--- config.mk ---
export PLATFORM = sky130hd
export DESIGN_NAME = rms_isqrt
export DESIGN_NICKNAME = d
export VERILOG_FILES = /design/src/rtl/core/residual_magnitude_statistics_assert.svh /design/src/rtl/core/rms_pkg.sv /design/src/rtl/core/rms_isqrt.sv
export SDC_FILE = /design/constraint.sdc
export NUM_CORES = 1
export LEC_CHECK = 0
export ABC_AREA = 1
export BUFFER_PORTS_ARGS = -buffer_cell sky130_fd_sc_hd__buf_4
export CORE_MARGIN = 4
export CORE_UTILIZATION = 40
export DETAILED_ROUTE_END_ITERATION = 6
export SLEW_MARGIN = 10
export SYNTH_ARGS = -nofsm -noshare
export SYNTH_HDL_FRONTEND = slang
export SYNTH_SLANG_ARGS = --single-unit
export TNS_END_PERCENT = 30
--- constraint.sdc ---
create_clock -name clk -period 7.9 [get_ports clk]
set_input_delay 0.395 -clock clk [delete_from_list [all_inputs] [get_ports clk]]
set_output_delay 0.395 -clock clk [all_outputs]
set_load 0.01 [all_outputs]
--- src/rtl/core/residual_magnitude_statistics_assert.svh ---
// Assertion macros used by the residual magnitude statistics top level.
`ifndef RESIDUAL_MAGNITUDE_STATISTICS_ASSERT_SVH
`define RESIDUAL_MAGNITUDE_STATISTICS_ASSERT_SVH

// Condition c holds in the same cycle as a.
`define RMS_ASSERT_SAME(lbl, a, c) \
  lbl: assert property (@(posedge clk) disable iff (rst) (a) |-> (c)) \
    else $error("same-cycle check failed");

// Condition c holds in the cycle after a.
`define RMS_ASSERT_NEXT(lbl, a, c) \
  lbl: assert property (@(posedge clk) disable iff (rst) (a) |=> (c)) \
    else $error("next-cycle check failed");

`endif

--- src/rtl/core/rms_pkg.sv ---
// Shared constants for the residual magnitude statistics block.
package rms_pkg;
  localparam int DEPTH     = 1024;
  localparam int ADDR_W    = $clog2(DEPTH);
  localparam int CNT_W     = ADDR_W + 1;
  localparam int VAL_W     = 24;
  localparam int SQ_W      = 2 * VAL_W;
  localparam int SUM_W     = VAL_W + CNT_W - 1;
  localparam int SQSUM_W   = SQ_W + CNT_W - 1;
  localparam int ROOT_W    = (SQSUM_W + 1) / 2;
  localparam int RAD_W     = 2 * ROOT_W;
  localparam int STEP_W    = $clog2(ROOT_W);
  localparam int DIVCNT_W  = $clog2(RAD_W);
  localparam int BITPOS_W  = $clog2(VAL_W);
endpackage

--- src/rtl/core/rms_isqrt.sv ---
// Iterative integer square root, one result bit per cycle.
module rms_isqrt import rms_pkg::*; (
  input  logic              clk,
  input  logic              rst,
  input  logic              start,
  input  logic [RAD_W-1:0]  radicand,
  output logic              done,
  output logic [ROOT_W-1:0] root
);
  logic              busy;
  logic [STEP_W-1:0] step;
  logic [RAD_W-1:0]  rad;
  logic [ROOT_W+1:0] rem;
  logic [ROOT_W+1:0] rem_sh;
  logic [ROOT_W+1:0] trial;
  logic              fits;

  assign rem_sh = {rem[ROOT_W-1:0], rad[RAD_W-1 -: 2]};
  assign trial  = {root, 2'b01};
  assign fits   = rem_sh >= trial;

  always_ff @(posedge clk) begin
    if (rst) begin
      busy <= 1'b0;
      done <= 1'b0;
    end else begin
      done <= 1'b0;
      if (start) begin
        busy <= 1'b1;
        step <= STEP_W'(ROOT_W - 1);
        rad  <= radicand;
        rem  <= '0;
        root <= '0;
      end else if (busy) begin
        rad  <= {rad[RAD_W-3:0], 2'b00};
        rem  <= fits ? rem_sh - trial : rem_sh;
        root <= {root[ROOT_W-2:0], fits};
        if (step == '0) begin
          busy <= 1'b0;
          done <= 1'b1;
        end else begin
          step <= step - 1'b1;
        end
      end
    end
  end
endmodule
**Word level (Yosys, flattened, before mapping)**

Index checks and enable logic that the tools add are counted.

- Bits in registers: 123
- Input bits: 61
- Logic and storage cells: 28

- Add/subtract/negate cells: 2
- $lt $le $gt $ge: 1
- Equal/unequal tests: 1
- Mux-type cells: 11
- Bitwise gates (word level): 2
- Reduce and logical (&&, ||, !) cells: 5

Operator list:

| cell | count |
|---|---|
| $mux W58 | 2 |
| $mux W29 | 3 |
| $ge A31 B31 Y1 | 1 |
| $sub A29 B29 Y29 | 1 |
| $mux W5 | 2 |
| $logic_not A5 Y1 | 1 |
| $sub A5 B1 Y5 const B | 1 |
| $mux W1 | 4 |
| $reduce_and A3 Y1 | 1 |
| $reduce_or A3 Y1 | 1 |
| $ne A2 B2 Y1 const B | 1 |
| $not A1 Y1 | 2 |
| $reduce_and A2 Y1 | 1 |
| $reduce_bool A2 Y1 | 1 |

**Depth between registers and ports, before layout**

- Depth in word-level cells: 4
- Gate-level depth with buffers: 15
- Gate-level depth less buffers: 15

**Worst setup path after synthesis**

OpenSTA, ideal clock, no wires.

- Path kind: in2reg
- Start: input port start
- End: register step[0], enable pin
- Arrival time: 6.879 ns
- Required time: 7.568 ns
- Slack: 0.689 ns
- Cell stages on the path: 5
- Path buffers: 1
- Cell sequence: inv_2 -> clkbuf_1 -> a21oi_1 -> nand2_1 -> inv_1

- Word-level cells in the longest chain between the ends: 2

Ends and longest elaborated chain:

| what | line | source |
|---|---|---|
| start, declared | rms_isqrt.sv:5 | `input logic start,` |
| $ne A2 B2 Y1 (no line) / $reduce_bool A2 Y1 (equally long branches) | - |  |
| $reduce_and A3 Y1 (no line) (*) | - |  |
| end signal, assigned | rms_isqrt.sv:30 | `step <= STEP_W'(ROOT_W - 1);` |
| end signal, assigned | rms_isqrt.sv:42 | `step <= step - 1'b1;` |
| end, declared | rms_isqrt.sv:11 | `logic [STEP_W-1:0] step;` |

Mark *: on every way between the ends. The rest lies on a longest branch, timed or not.
A chain may end at the register's enable or synchronous reset.

**Worst setup path after layout**

- Start: input port start
- End: register root[19], enable pin

- Word-level cells in the longest chain between the ends: 2

Ends and longest elaborated chain:

| what | line | source |
|---|---|---|
| $reduce_bool A2 Y1 (no line) | - |  |
| $reduce_and A2 Y1 (no line) | - |  |
| end signal, assigned | rms_isqrt.sv:37 | `root <= {root[ROOT_W-2:0], fits};` |
| end, declared | rms_isqrt.sv:8 | `output logic [ROOT_W-1:0] root` |

No other way between the ends.

==> summary.txt <==
Route
  • Iteration-0 DRC count of the detailed router: 423
  • Routed vias: 6193
  • Via-per-instance ratio: 4.58
  • Final wirelength: ~17000 um
  • Residual DRC count: 0
  • Antenna viol nets, final: 0
  • Pre-antenna DRT Iters: 4
  • WL/cell: 12.9 um

Placement
  • Pre-CTS setup slack: 4520 ps
  • RePlAce Congestion: 0.889
  • Cells after DPL: 1319
  • Buffers on Ports: 90
  • Detailed placement HPWL: 12600 um

Clocking
  • CTS tree: built
  • Clock transition at path regs: 60 ps
  • Clock Root Buffer: clkbuf_16
  • Htree depth: 4
  • Cts hold-fix bufs: 0
  • # clock sinks: 123
  • Setup bufs post-CTS: 0
  • Max clock buf depth: 2
  • Post-cts gate resize count: 0
  • CTS Buf Count: 17
  • Clk_lat worst skew: between 400 and 500 ps

STA
  • Slew Viols, Final: 0
  • Min Tclk post-route: 2890 ps
  • Fmax achieved: 346 MHz
  • Hold Vio Cnt, Final: 0
  • Setup TNS: 0 ps
  • Setup violators final: 0
  • Clk_skew: slightly above 8 ps
  • RSZ-0062 raised after global routing: no
  • Setup ws final: 5010 ps
  • Tightest Pin Transition: 1100 ps
  • Fin crit share: 36.6%
  • Rel. slew slack: a little over a quarter

Run
  • Max cap viols: 0

Global routing
  • Met1 usage: 22.7%
  • M3 GR Usage: 3.80%
  • Grt ovf: 0
  • Number of global-route vias before repair: between 6k and 7k
  • Total track usage: around 17%
  • Grt peak-use layer: met2
  • Initial antenna violation count: 0
  • Grt met2 use: a little over a quarter
  • Largest net degree at the start of global routing: 88
  • First-pass GRT wire length: 28900 um

Yosys
  • Mux cell area share after synthesis: 0%
  • Synth Area in Simple Gates: 33.0%
  • Synth Area in Compound Gates: 2.17%
  • Post-synthesis adder-cell area fraction: 5.27%
  • Post-synth top area share: 47.8%
  • Seq/Total Area, Yosys: 48.4%
  • Area share of xor/xnor cells in the synthesized design: 1.61%
  • Main combinational cell family by area after synthesis: simple AND/OR/NAND/NOR gates
  • Leading area contributor after synthesis: edfxtp_1
  • Syn avg cell area: 7.47 um^2
  • Yosys warnings: 0
  • #FFs+latches synth: 123
  • Synth top area cells: edfxtp_1 (48%), nand2_1 (22%), inv_1 (7.7%), nor2_1 (6.2%), ha_1 (5.3%)
  • Syn Inst Count: roughly 1.0k
  • Synth Cell Area: 0.00759 mm^2
  • Yosys cell types: 29
  • Syn Nets: 1109

Final layout
  • Layout area overhead: 19.3%
  • Final #Nets: approximately 1.2k
  • Reg area: 0.00367 mm^2
  • Share of layout cells above drive strength 1: 12.3%
  • Fill count: around 1.9k
  • Antenna diode count: 0
  • Final Non-Filler Cells: 1351
  • Area of the multi-input gates: 0.00321 mm^2

Worst setup path
  • R2r startpoint: root[4]
  • CP Data Arrival Time: between 2000 and 3000 ps
  • Critical-path maximum fanout: 87
  • Critical Path Sink Type: flop
  • CP Class: primary input to flop
  • Critical path required time: approximately 7900 ps
  • Startpoint Class: primary input
  • Crit. Startpoint: start

Floorplan
  • Die height: 146 um
  • Core Rows: 50
  • Core footprint: roughly 0.019 mm^2
  • # IOs: 91
  • Initial Utilization: 40.6%
  • Die Wd: approximately 150 um
  • Full die area: 0.0213 mm^2

Power
  • Leak pwr: 4.60 nW
  • PwrDens: 224 mW/mm^2
  • Worst VDD drop: 159 uV

Status
  • Status: complete, no violations

Hold path
  • HP Class: primary input to flop
  • HP Start: rst
-- critical path, cell delays in order --
cell and delay (ps):
buf_4 140, inv_2 30, buf_4 360, a21oi_4 890
buf_4 940
-- power breakdown --
group | switching (W) | internal (W)
sequential | 0.0000202 | 0.000782
combinational | 0.000277 | 0.000157
clock | 0.000317 | 0.000472
total | 0.000614 | 0.00141
-- cell type report --
class / count / share of cell area (%)
clock buffers: 18 / 4.74
clock inverters: 14 / 1.80
well taps: 234 / 3.23
flip-flops and latches: 123 / 40.5
multi-input cells: 710 / 35.4
inverters: 159 / 6.59
repair buffers: 93 / 7.71
-- path summary, 6_finish.rpt --
path | slack [ps] | depth (start not counted) | to
worst max-delay path | 5010 | 5 | root[19]
worst min-delay path | 180 | 2 | done
worst max register to register | 5210 | 12 | rem[14]
worst min register to register | 510 | 2 | rad[57]
-- flip-flops by register name, indices dropped and copies added, names as in the netlist --
signal,count
rad,58
rem,29
busy,1
done,1
step,5
root,29
-- through the flow --
step | util, % | hold slack, ps | instance area (um^2) | total power (W)
6_report | 48.4 | 177 | 9060 | 0.00203
3_5_place_dp | 45.3 | 494 | 8470 | 0.00125
2_1_floorplan | - | 422 | 7590 | 0.00114
5_1_grt | 48.4 | 177 | 9060 | 0.00214
4_1_cts | 48.4 | 168 | 9060 | 0.00205
3_3_place_gp | 45.3 | 494 | 8470 | 0.00125
-- metal layers --
metal	vias up	wire length [um]
met1	2720	8350
met2	139	7840
met3	23	912
met4	0	290
li1	3311	-
met5	-	0
-- cells by family after synthesis --
logic type | count (synthesis)
compound gates | 31
xor+xnor | 14
fa+ha+maj | 32
buf+inv | 183
flops | 123
simple gates | 633
-- cell usage in the layout (no fill, tap or decap), types with 2 or more instances in the layout --
cell type / instances
nand2_1: 447
inv_1: 155
nor2_1: 125
edfxtp_1: 121
buf_4: 93
ha_1: 32
nand3_1: 31
a21oi_1: 22
clkbuf_16: 17
xnor2_1: 12
and2_1: 7
nand4_1: 6
nand3b_1: 4
inv_2: 3
nor3_1: 3
nand2_2: 3
nor2_2: 3
o21ai_0: 3
o21bai_1: 3
clkinvlp_4: 3
inv_6: 3
clkinv_4: 3
xor2_1: 2
dfxtp_1: 2
inv_8: 2
bufinv_16: 2
-- Yosys cell counts --
cell      instances
nand3b_1          4
nor2_1          125
xor2_1            2
and2_1            7
nor2_4            1
nand3_1          31
a21oi_1          23
nand2_1         447
buf_6             5
nor3_1            3
nand4_1           6
nor2_2            3
o21ai_0           3
xnor2_1          12
clkinv_1          1
edfxtp_1        121
ha_1             32
and3_1            1
o21bai_1          3
clkbuf_1         16
dfxtp_1           2
a21o_1            1
buf_1             3
inv_1           155
inv_2             3
o21ai_1           1
nand3_4           1
or2_2             1
nand2_2           3
Note: power is estimated with default switching activity, not from simulation.
