### src/rtl/core/residual_magnitude_statistics_assert.svh
// Assertion macros used by the residual magnitude statistics top level.
`ifndef RESIDUAL_MAGNITUDE_STATISTICS_ASSERT_SVH
`define RESIDUAL_MAGNITUDE_STATISTICS_ASSERT_SVH

// Condition c holds in the same cycle as a.
`define RMS_ASSERT_SAME(lbl, a, c) \
  lbl: assert property (@(posedge clk) disable iff (rst) (a) |-> (c)) \
    else $error("same-cycle check failed");

// Condition c holds in the cycle after a.
`define RMS_ASSERT_NEXT(lbl, a, c) \
  lbl: assert property (@(posedge clk) disable iff (rst) (a) |=> (c)) \
    else $error("next-cycle check failed");

`endif

### src/rtl/core/rms_ram.sv
// Generic single-write, single-read RAM with registered read data.
module rms_ram #(
  parameter int WIDTH = 8,
  parameter int DEPTH = 16
) (
  input  logic                     clk,
  input  logic                     wr_en,
  input  logic [$clog2(DEPTH)-1:0] wr_addr,
  input  logic [WIDTH-1:0]         wr_data,
  input  logic                     rd_en,
  input  logic [$clog2(DEPTH)-1:0] rd_addr,
  output logic [WIDTH-1:0]         rd_data
);
  logic [WIDTH-1:0] mem [DEPTH];

  always_ff @(posedge clk) begin
    if (wr_en) begin
      mem[wr_addr] <= wr_data;
    end
    if (rd_en) begin
      rd_data <= mem[rd_addr];
    end
  end
endmodule

### config.mk
export PLATFORM = sky130hd
export DESIGN_NAME = rms_ram
export DESIGN_NICKNAME = d
export VERILOG_FILES = /design/src/rtl/core/residual_magnitude_statistics_assert.svh /design/src/rtl/core/rms_ram.sv
export SDC_FILE = /design/constraint.sdc
export NUM_CORES = 1
export LEC_CHECK = 0
export BUFFER_PORTS_ARGS = -buffer_cell sky130_fd_sc_hd__buf_4
export CAP_MARGIN = 10
export CORE_MARGIN = 3
export CORE_UTILIZATION = 55
export DETAILED_ROUTE_END_ITERATION = 10
export GPL_TIMING_DRIVEN = 0
export PLACE_DENSITY = 0.7
export SYNTH_ARGS = -nofsm -noshare
export SYNTH_HDL_FRONTEND = slang
export SYNTH_SLANG_ARGS = --single-unit
### constraint.sdc
create_clock -name clk -period 4.78 [get_ports clk]
set_clock_uncertainty 0.05 [all_clocks]
set_input_delay 0.239 -clock clk [delete_from_list [all_inputs] [get_ports clk]]
set_output_delay 0.239 -clock clk [all_outputs]
set_load 0.02 [all_outputs]
Yosys cells after proc, flatten, opt, wreduce, memory -nomap -nowiden
Memory sizes are Yosys's and may differ from the RTL's. A register that Yosys moved wholly into a read port is not among the register bits.
Index checks and enable logic that the tools add are counted.
- muxes and demuxes: 2
- operators with widths (cell ; number):
    1-bit 2-to-1 mux ; 2
- memories: 1
- RAM bits: 128
- logic and storage cells: 3
- output and inout port bits: 8
- bits of input ports: 19
- register bits: 0
- memory list (name ; depth ; width ; rd ports ; clocked after memory_dff ; wr ports ; RTL line ; RTL):
    mem ; 16 ; 8 ; 1 ; 1 ; 1 ; rms_ram.sv:14 ; logic [WIDTH-1:0] mem [DEPTH];

Depth between registers and ports, before layout
Gate-level depths: netlist (run 1).
- word-level depth: 2
- mapped depth: 5
- depth with buffers taken out: 3

Worst setup path before layout (run 1)
No wires, ideal clock.
- path type: input port to flip-flop
- from: input wr_addr[2]
- to: memory mem[0][0] (enable)
- arrival time: 1.349 ns
- setup time: 0.383 ns
- buffers on the path: 0
- stages: 2
- setup slack: 2.998 ns
- data required time: 4.347 ns
- cells stage by stage: or3b_2 -> nor3_1
- RTL lines (what ; RTL line ; RTL):
    start, declared ; rms_ram.sv:8 ; input logic [$clog2(DEPTH)-1:0] wr_addr,
    end, declared ; rms_ram.sv:14 ;
No word-level cell before the write port.

Final worst setup path (run 1)
- from: input wr_addr[2]
- to: memory mem[0][7] (enable)
No word-level cell before the write port.

==> metrics.txt, run 1 <==
status=completed; Detail Placement HPWL=5.99 mm; vias in the first global route=2399; Buf/Inv on CP=2; core area=8980 um^2; type of origin of the critical path=input port; dpl cell area=5570 um^2; Tcrit/Tclk final=33.1%; Cell Count Post-Placement=380; yosys warns=0; largest net degree at the start of global routing=17; Final nets=300; Critical-path top delay cell=nor3_1; Die Span Y=103 um; Pleak=2.08 nW; final instance area=6200 um^2; Top delay family on crit path=simple AND/OR/NAND/NOR gates; overall routing resource usage=20.5%; max_cap viols=0; worst vdd ir=0.240 mV; register bit total from synthesis=136; WL final=9.64 mm; WP data required=4.94 ns; final worst path period need=1.58 ns; DRT Pass-1 Iters=4; Final setup viols=0; initial antenna violation count=0; Mapped Nets=248; synthesized cell area=5230 um^2; DIE WIDTH=103 um; H-tree levels=4; Distinct cells, synth=18; routed vias/inst=5.63; # DRC=0; CTS Root Cell=clkbuf_8; FMAX=633 MHz; max-slew violations=0; Max FO, Critical Path=5; Final GP Congestion=0.714; Min-Delay Path Class=input port to flop; Via Count=2357; row cnt=34; clock buffer depth=2; die area=10700 um^2; worst path cell trace=buf_4 -> or3b_2 -> nor3_1 -> clkbuf_2; WP data arrival=1.75 ns; clock sinks=136; Critical Path Sink Type=flop; final hold vios=0; unrepaired setup endpoints after global routing=no; clock slew at reported path FFs=0.06 ns; DRT iter0 DRCs=236; grt ovf=0; register area=4080 um^2; filler cell count=558; port bufs=25; Post-DRT Antenna Nets=0; most frequent cells in the layout=136 x edfxtp_1, 26 x buf_4, 18 x mux4_2; WL per Instance=23.0 um; pwr dens=438 nW/um^2; critical path class=input port to flop; first-pass GRT wire length=14.5 mm; final setup TNS=0 ns; commonest non-fill, non-tap cell in the layout=edfxtp_1; layout cell share with drive strength beyond 1=27.6%; Mapped Avg Cell Area=22.8 um^2; slew margin rel.=21.4%; area of the multi-input gates=1060 um^2; max incr delay on CP=0.57 ns; Post-Layout Cell Count=419; sequential fraction of the synthesis area=78.1%; Synth Instances=229; Syn-to-layout area delta=18.6%; Worst Max-Slew Pin Slew=1.17 ns; Worst-Skew Late Latency=0.51 ns; Gates resized, CTS repair=0; IO Count=27; total CTS buffers=17; CTS tree=done; Ant. Diodes=0; Initial Util=58.2%
==> worst paths after layout <==
kind                            cells past startpoint       start    endpoint  slack, ns
worst max register to register                      3   mem[7][7]  rd_data[7]       3.20
worst max-delay path                                4  wr_addr[2]   mem[0][7]       3.20
worst min register to register                      3   mem[8][1]  rd_data[1]       0.71
worst min-delay path                                1  wr_data[2]  mem[15][2]       0.01
==> logic make-up (layout without fill, tap and decap cells) <==
kind of cell,after synthesis,after routing,share of synthesized area (%)
DFF,136,136,78.1
muxes,32,32,14.8
AOI/OAI and AO/OA,16,16,2.30
and+or+nand+nor,35,35,3.14
buffers and inverters,10,74,1.65
==> layout make-up <==
| class | instances | area share [%] |
|---|---|---|
| Multi-Input combinational cell | 83 | 17.0 |
| Buffer | 10 | 1.39 |
| Clock inverter | 11 | 2.12 |
| Clock buffer | 20 | 6.86 |
| Sequential cell | 136 | 65.8 |
| Timing Repair Buffer | 33 | 4.20 |
| Tap cell | 126 | 2.54 |
==> through the flow <==
| stage | setup slack, ns | power (W) | hold slack, ns | util (%) |
|---|---|---|---|---|
| detailed placement | 2.49 | 0.00151 | 0.484 | 62.1 |
| finish | 3.20 | 0.00271 | 0.0115 | 69.1 |
| CTS | 3.03 | 0.00273 | 0.00105 | 69.0 |
| global placement | 2.49 | 0.00151 | 0.485 | 62.1 |
| global route | 3.10 | 0.00280 | 0.00323 | 69.1 |
| floorplan | 3.00 | 0.00145 | 0.288 | - |
==> registers in the layout, indices dropped and copies added, names as in the netlist <==
register / cells
mem: 128
rd_data: 8
==> cell usage after synthesis (all sizes together) <==
library cell,number,share of area (%)
nand2b,2,0.24
nand2,9,0.65
buf,7,1.1
mux4,32,15
nor3,4,0.38
clkdlybuf4s25,3,0.57
nand3,1,0.096
nor2,13,0.93
nor2b,1,0.12
edfxtp,136,78
a22oi,16,2.3
nand3b,2,0.29
or3b,1,0.17
and2,1,0.12
and2b,1,0.14
==> metal layers <==
metal	GRT usage (%)	vias up	routed length, um
li1	-	1084	-
met1	29.1	1192	4010
met2	30.8	79	4980
met3	6.04	2	613
met4	7.47	0	35
met5	0	-	0
==> timing repair <==
action,in CTS,in global routing
buffers inserted,0,0
hold endpoints to repair,78,0
hold buffers,6,0
==> report_power, final <==
part | internal (W) | switching, W
logic | 0.0000626 | 0.0000792
clock network | 0.000782 | 0.000440
registers | 0.00134 | 0.00000602
Note: power is estimated with default switching activity, not from simulation.
==> run 2, diff against run 1 <==
Settings changed: CORE_UTILIZATION 55 to 54, PLACE_DENSITY 0.7 to 0.71.
Clock period 4.78 ns to 1.35 ns, I/O delays scaled along.
==> run 2 against run 1 <==
Effect of this change: the run now ends with hold timing, setup timing left; global-route usage rose by 0.45 points; sequential cell count did not move; critical path depth fell by 1; critical path type is now flop to flop; highest routed layer unchanged.
==> metrics.txt, run 2 (same netlist as run 1, synthesis figures left out) <==
Worst Max-Slew Pin Slew=0.819 ns (-0.350 ns); failing checks=hold timing, setup timing; Largest regs=mem: 128 flops, rd_data: 8 flops; WP data arrival=1.70 ns (-0.05 ns); commonest non-fill, non-tap cell in the layout=edfxtp_1; Tcrit/Tclk final=111%; combinational power share=5.7% (+0.5 points); IO Count=27 (unchanged); Detail Placement HPWL=6.23 mm (+4.0%); R2R setup slack=-0.14 ns (-3.34 ns); Int Power=0.00780 W (+260%); type of origin of the critical path=flop; post-layout util=67.2% (-1.9 points); status=finished with violations; unrepaired setup endpoints after global routing=yes; Ant. Diodes=0 (unchanged); max incr delay on CP=0.53 ns (-0.04 ns); slew margin rel.=45.0% (+24 points); Worst Hold Endpoint=mem[0][0]; Min-Delay Path Class=input port to flop; routed vias/inst=5.90 (+4.8%); vias in the first global route=2626 (+9.5%); clock share of power=45.4% (+0.4 points); hold_buf cts=9 (+3); DRT Pass-1 Iters=5 (+1); max-slew violations=0 (unchanged); Critical Path Sink Type=flop; final worst path period need=1.49 ns; row cnt=35 (+2.9%); WL final=10.4 mm (+7.8%); Cell Count Post-Placement=383 (+0.79%); Syn-to-layout area delta=20.0%; Final nets=302 (+0.67%); Critical-path top delay cell=mux4_2; critical path class=flop to flop; total CTS buffers=17 (unchanged); Pleak=2.05 nW (-1.3%); layout cell share with drive strength beyond 1=37.5% (+9.9 points); H-tree levels=4 (unchanged); pwr dens=1560 nW/um^2 (+260%); largest net degree at the start of global routing=17 (unchanged); max_cap viols=0 (unchanged); overall routing resource usage=20.9% (+0.45 points); clock buffer depth=2 (unchanged); worst path cell trace=mux4_2 -> a22oi_2 -> nand2_1; Final setup viols=8 (+8); DIE WIDTH=104 um (+0.87%); grt ovf=0 (unchanged); Max FO, Critical Path=1 (-4); CTS Root Cell=clkbuf_8; register bank with the most flops=mem; final worst setup slack=-0.144 ns (-3.34 ns); hold path cells=2 (+1); worst vdd ir=0.860 mV (+260%); Post-DRT Antenna Nets=0 (unchanged); number of flip-flops in the largest register=128 (unchanged); sequential share of power=48.9% (-0.9 points); final hold vios=28 (+28); final setup TNS=-0.958 ns (-0.958 ns); DRT iter0 DRCs=327 (+39%); port bufs=25 (unchanged); clock slew at reported path FFs=0.06 ns (about the same); FMAX=669 MHz; WP data required=1.56 ns (-3.38 ns); Die Span Y=104 um (+0.87%); Reg2Reg Launch Point=mem[7][2]; CTS tree=done; WL per Instance=24.4 um (+6.2%); # DRC=0 (unchanged); hold wc startpoint=wr_addr[0]; most frequent cells in the layout=136 x edfxtp_1, 32 x mux4_2, 25 x buf_4; first-pass GRT wire length=16.0 mm (+10%); Via Count=2506 (+6.3%); clock sinks=136 (unchanged); Hold WS=-0.0389 ns (-0.0504 ns); worst r2r path cells=3 (unchanged); Initial Util=56.0% (-2.2 points); Final GP Congestion=0.735 (+3.1%); die area=10900 um^2 (+1.7%); Post-CTS Setup Inserts=0 (unchanged); r2r endpoint=rd_data[2]; Post-Layout Cell Count=425 (+1.4%); Worst-Skew Late Latency=0.52 ns (about the same); initial antenna violation count=0 (unchanged); Sw Share=20.3% (+0.93 points); NetSw=0.00199 W (+280%); core area=9330 um^2 (+3.9%)
run 2: cell count changes in the layout (fill, tap and decap cells not counted), sizes merged:
cell	previous run	this run
dlygate4sd3	6	9
clkbuf	22	20
clkinv	6	8
run 2: power groups by stage:
stage | clock (W) | sequential (W) | combinational [W]
floorplan | 0 | 0.00489 | 0.000249
global placement | 0 | 0.00486 | 0.000496
detailed placement | 0 | 0.00487 | 0.000505
CTS | 0.00449 | 0.00478 | 0.000553
global route | 0.00469 | 0.00479 | 0.000597
finish | 0.00445 | 0.00478 | 0.000556
run 2: per-layer routing:
layer  up-vias  track usage [%]  share of wire [%]
li1       1073                -                  -
met4         0             5.70               0.68
met3         7             6.58                 11
met1      1256             29.8                 39
met2       170             31.8                 49
met5         -                0                  0
run 2: cell type report:
type,count,area [um^2]
fillers,589,3060
well taps,129,161
flip-flops and latches,136,4080
repair buffers,35,283
clock buffers,19,422
multi-input cells,83,1070
plain buffers,10,97.6
clock inverters,13,155
run 2: worst max-delay path, delay by kind of cell, from the launching register on:
kind	cells	cell delay (ns)
multiplexers	1	0.53
flip-flops	1	0.37
AO/OA/AOI/OAI	1	0.19
AND/OR/NAND/NOR	1	0.09
run 2: worst max-delay path by stage:
stage,from,to,cells after the start,slack [ns]
after global placement,wr_addr[2],mem[8][1],3,-0.53
after CTS,mem[11][1],rd_data[1],3,-0.14
final,mem[7][2],rd_data[2],3,-0.14
after global routing,mem[11][4],rd_data[4],3,-0.18
after detailed placement,wr_addr[3],mem[4][7],3,-0.62
after floorplan,wr_addr[2],mem[3][0],2,-0.03
run 2: through the flow:
step,hold WS [ns],area (um^2),setup slack (ns),power (W)
2_1_floorplan,0.116,5220,-0.0336,0.00514
3_3_place_gp,0.302,5570,-0.527,0.00536
3_5_place_dp,0.300,5570,-0.615,0.00537
4_1_cts,-0.0515,6260,-0.136,0.00982
5_1_grt,-0.0402,6270,-0.181,0.0101
6_report,-0.0389,6270,-0.144,0.00979
run 2: repair_timing:
item | CTS | global route
pin swaps | 4 | 1
resized for setup | 16 | 3
endpoints found under the hold margin | 160 | 24
setup endpoints to repair | 24 | 8
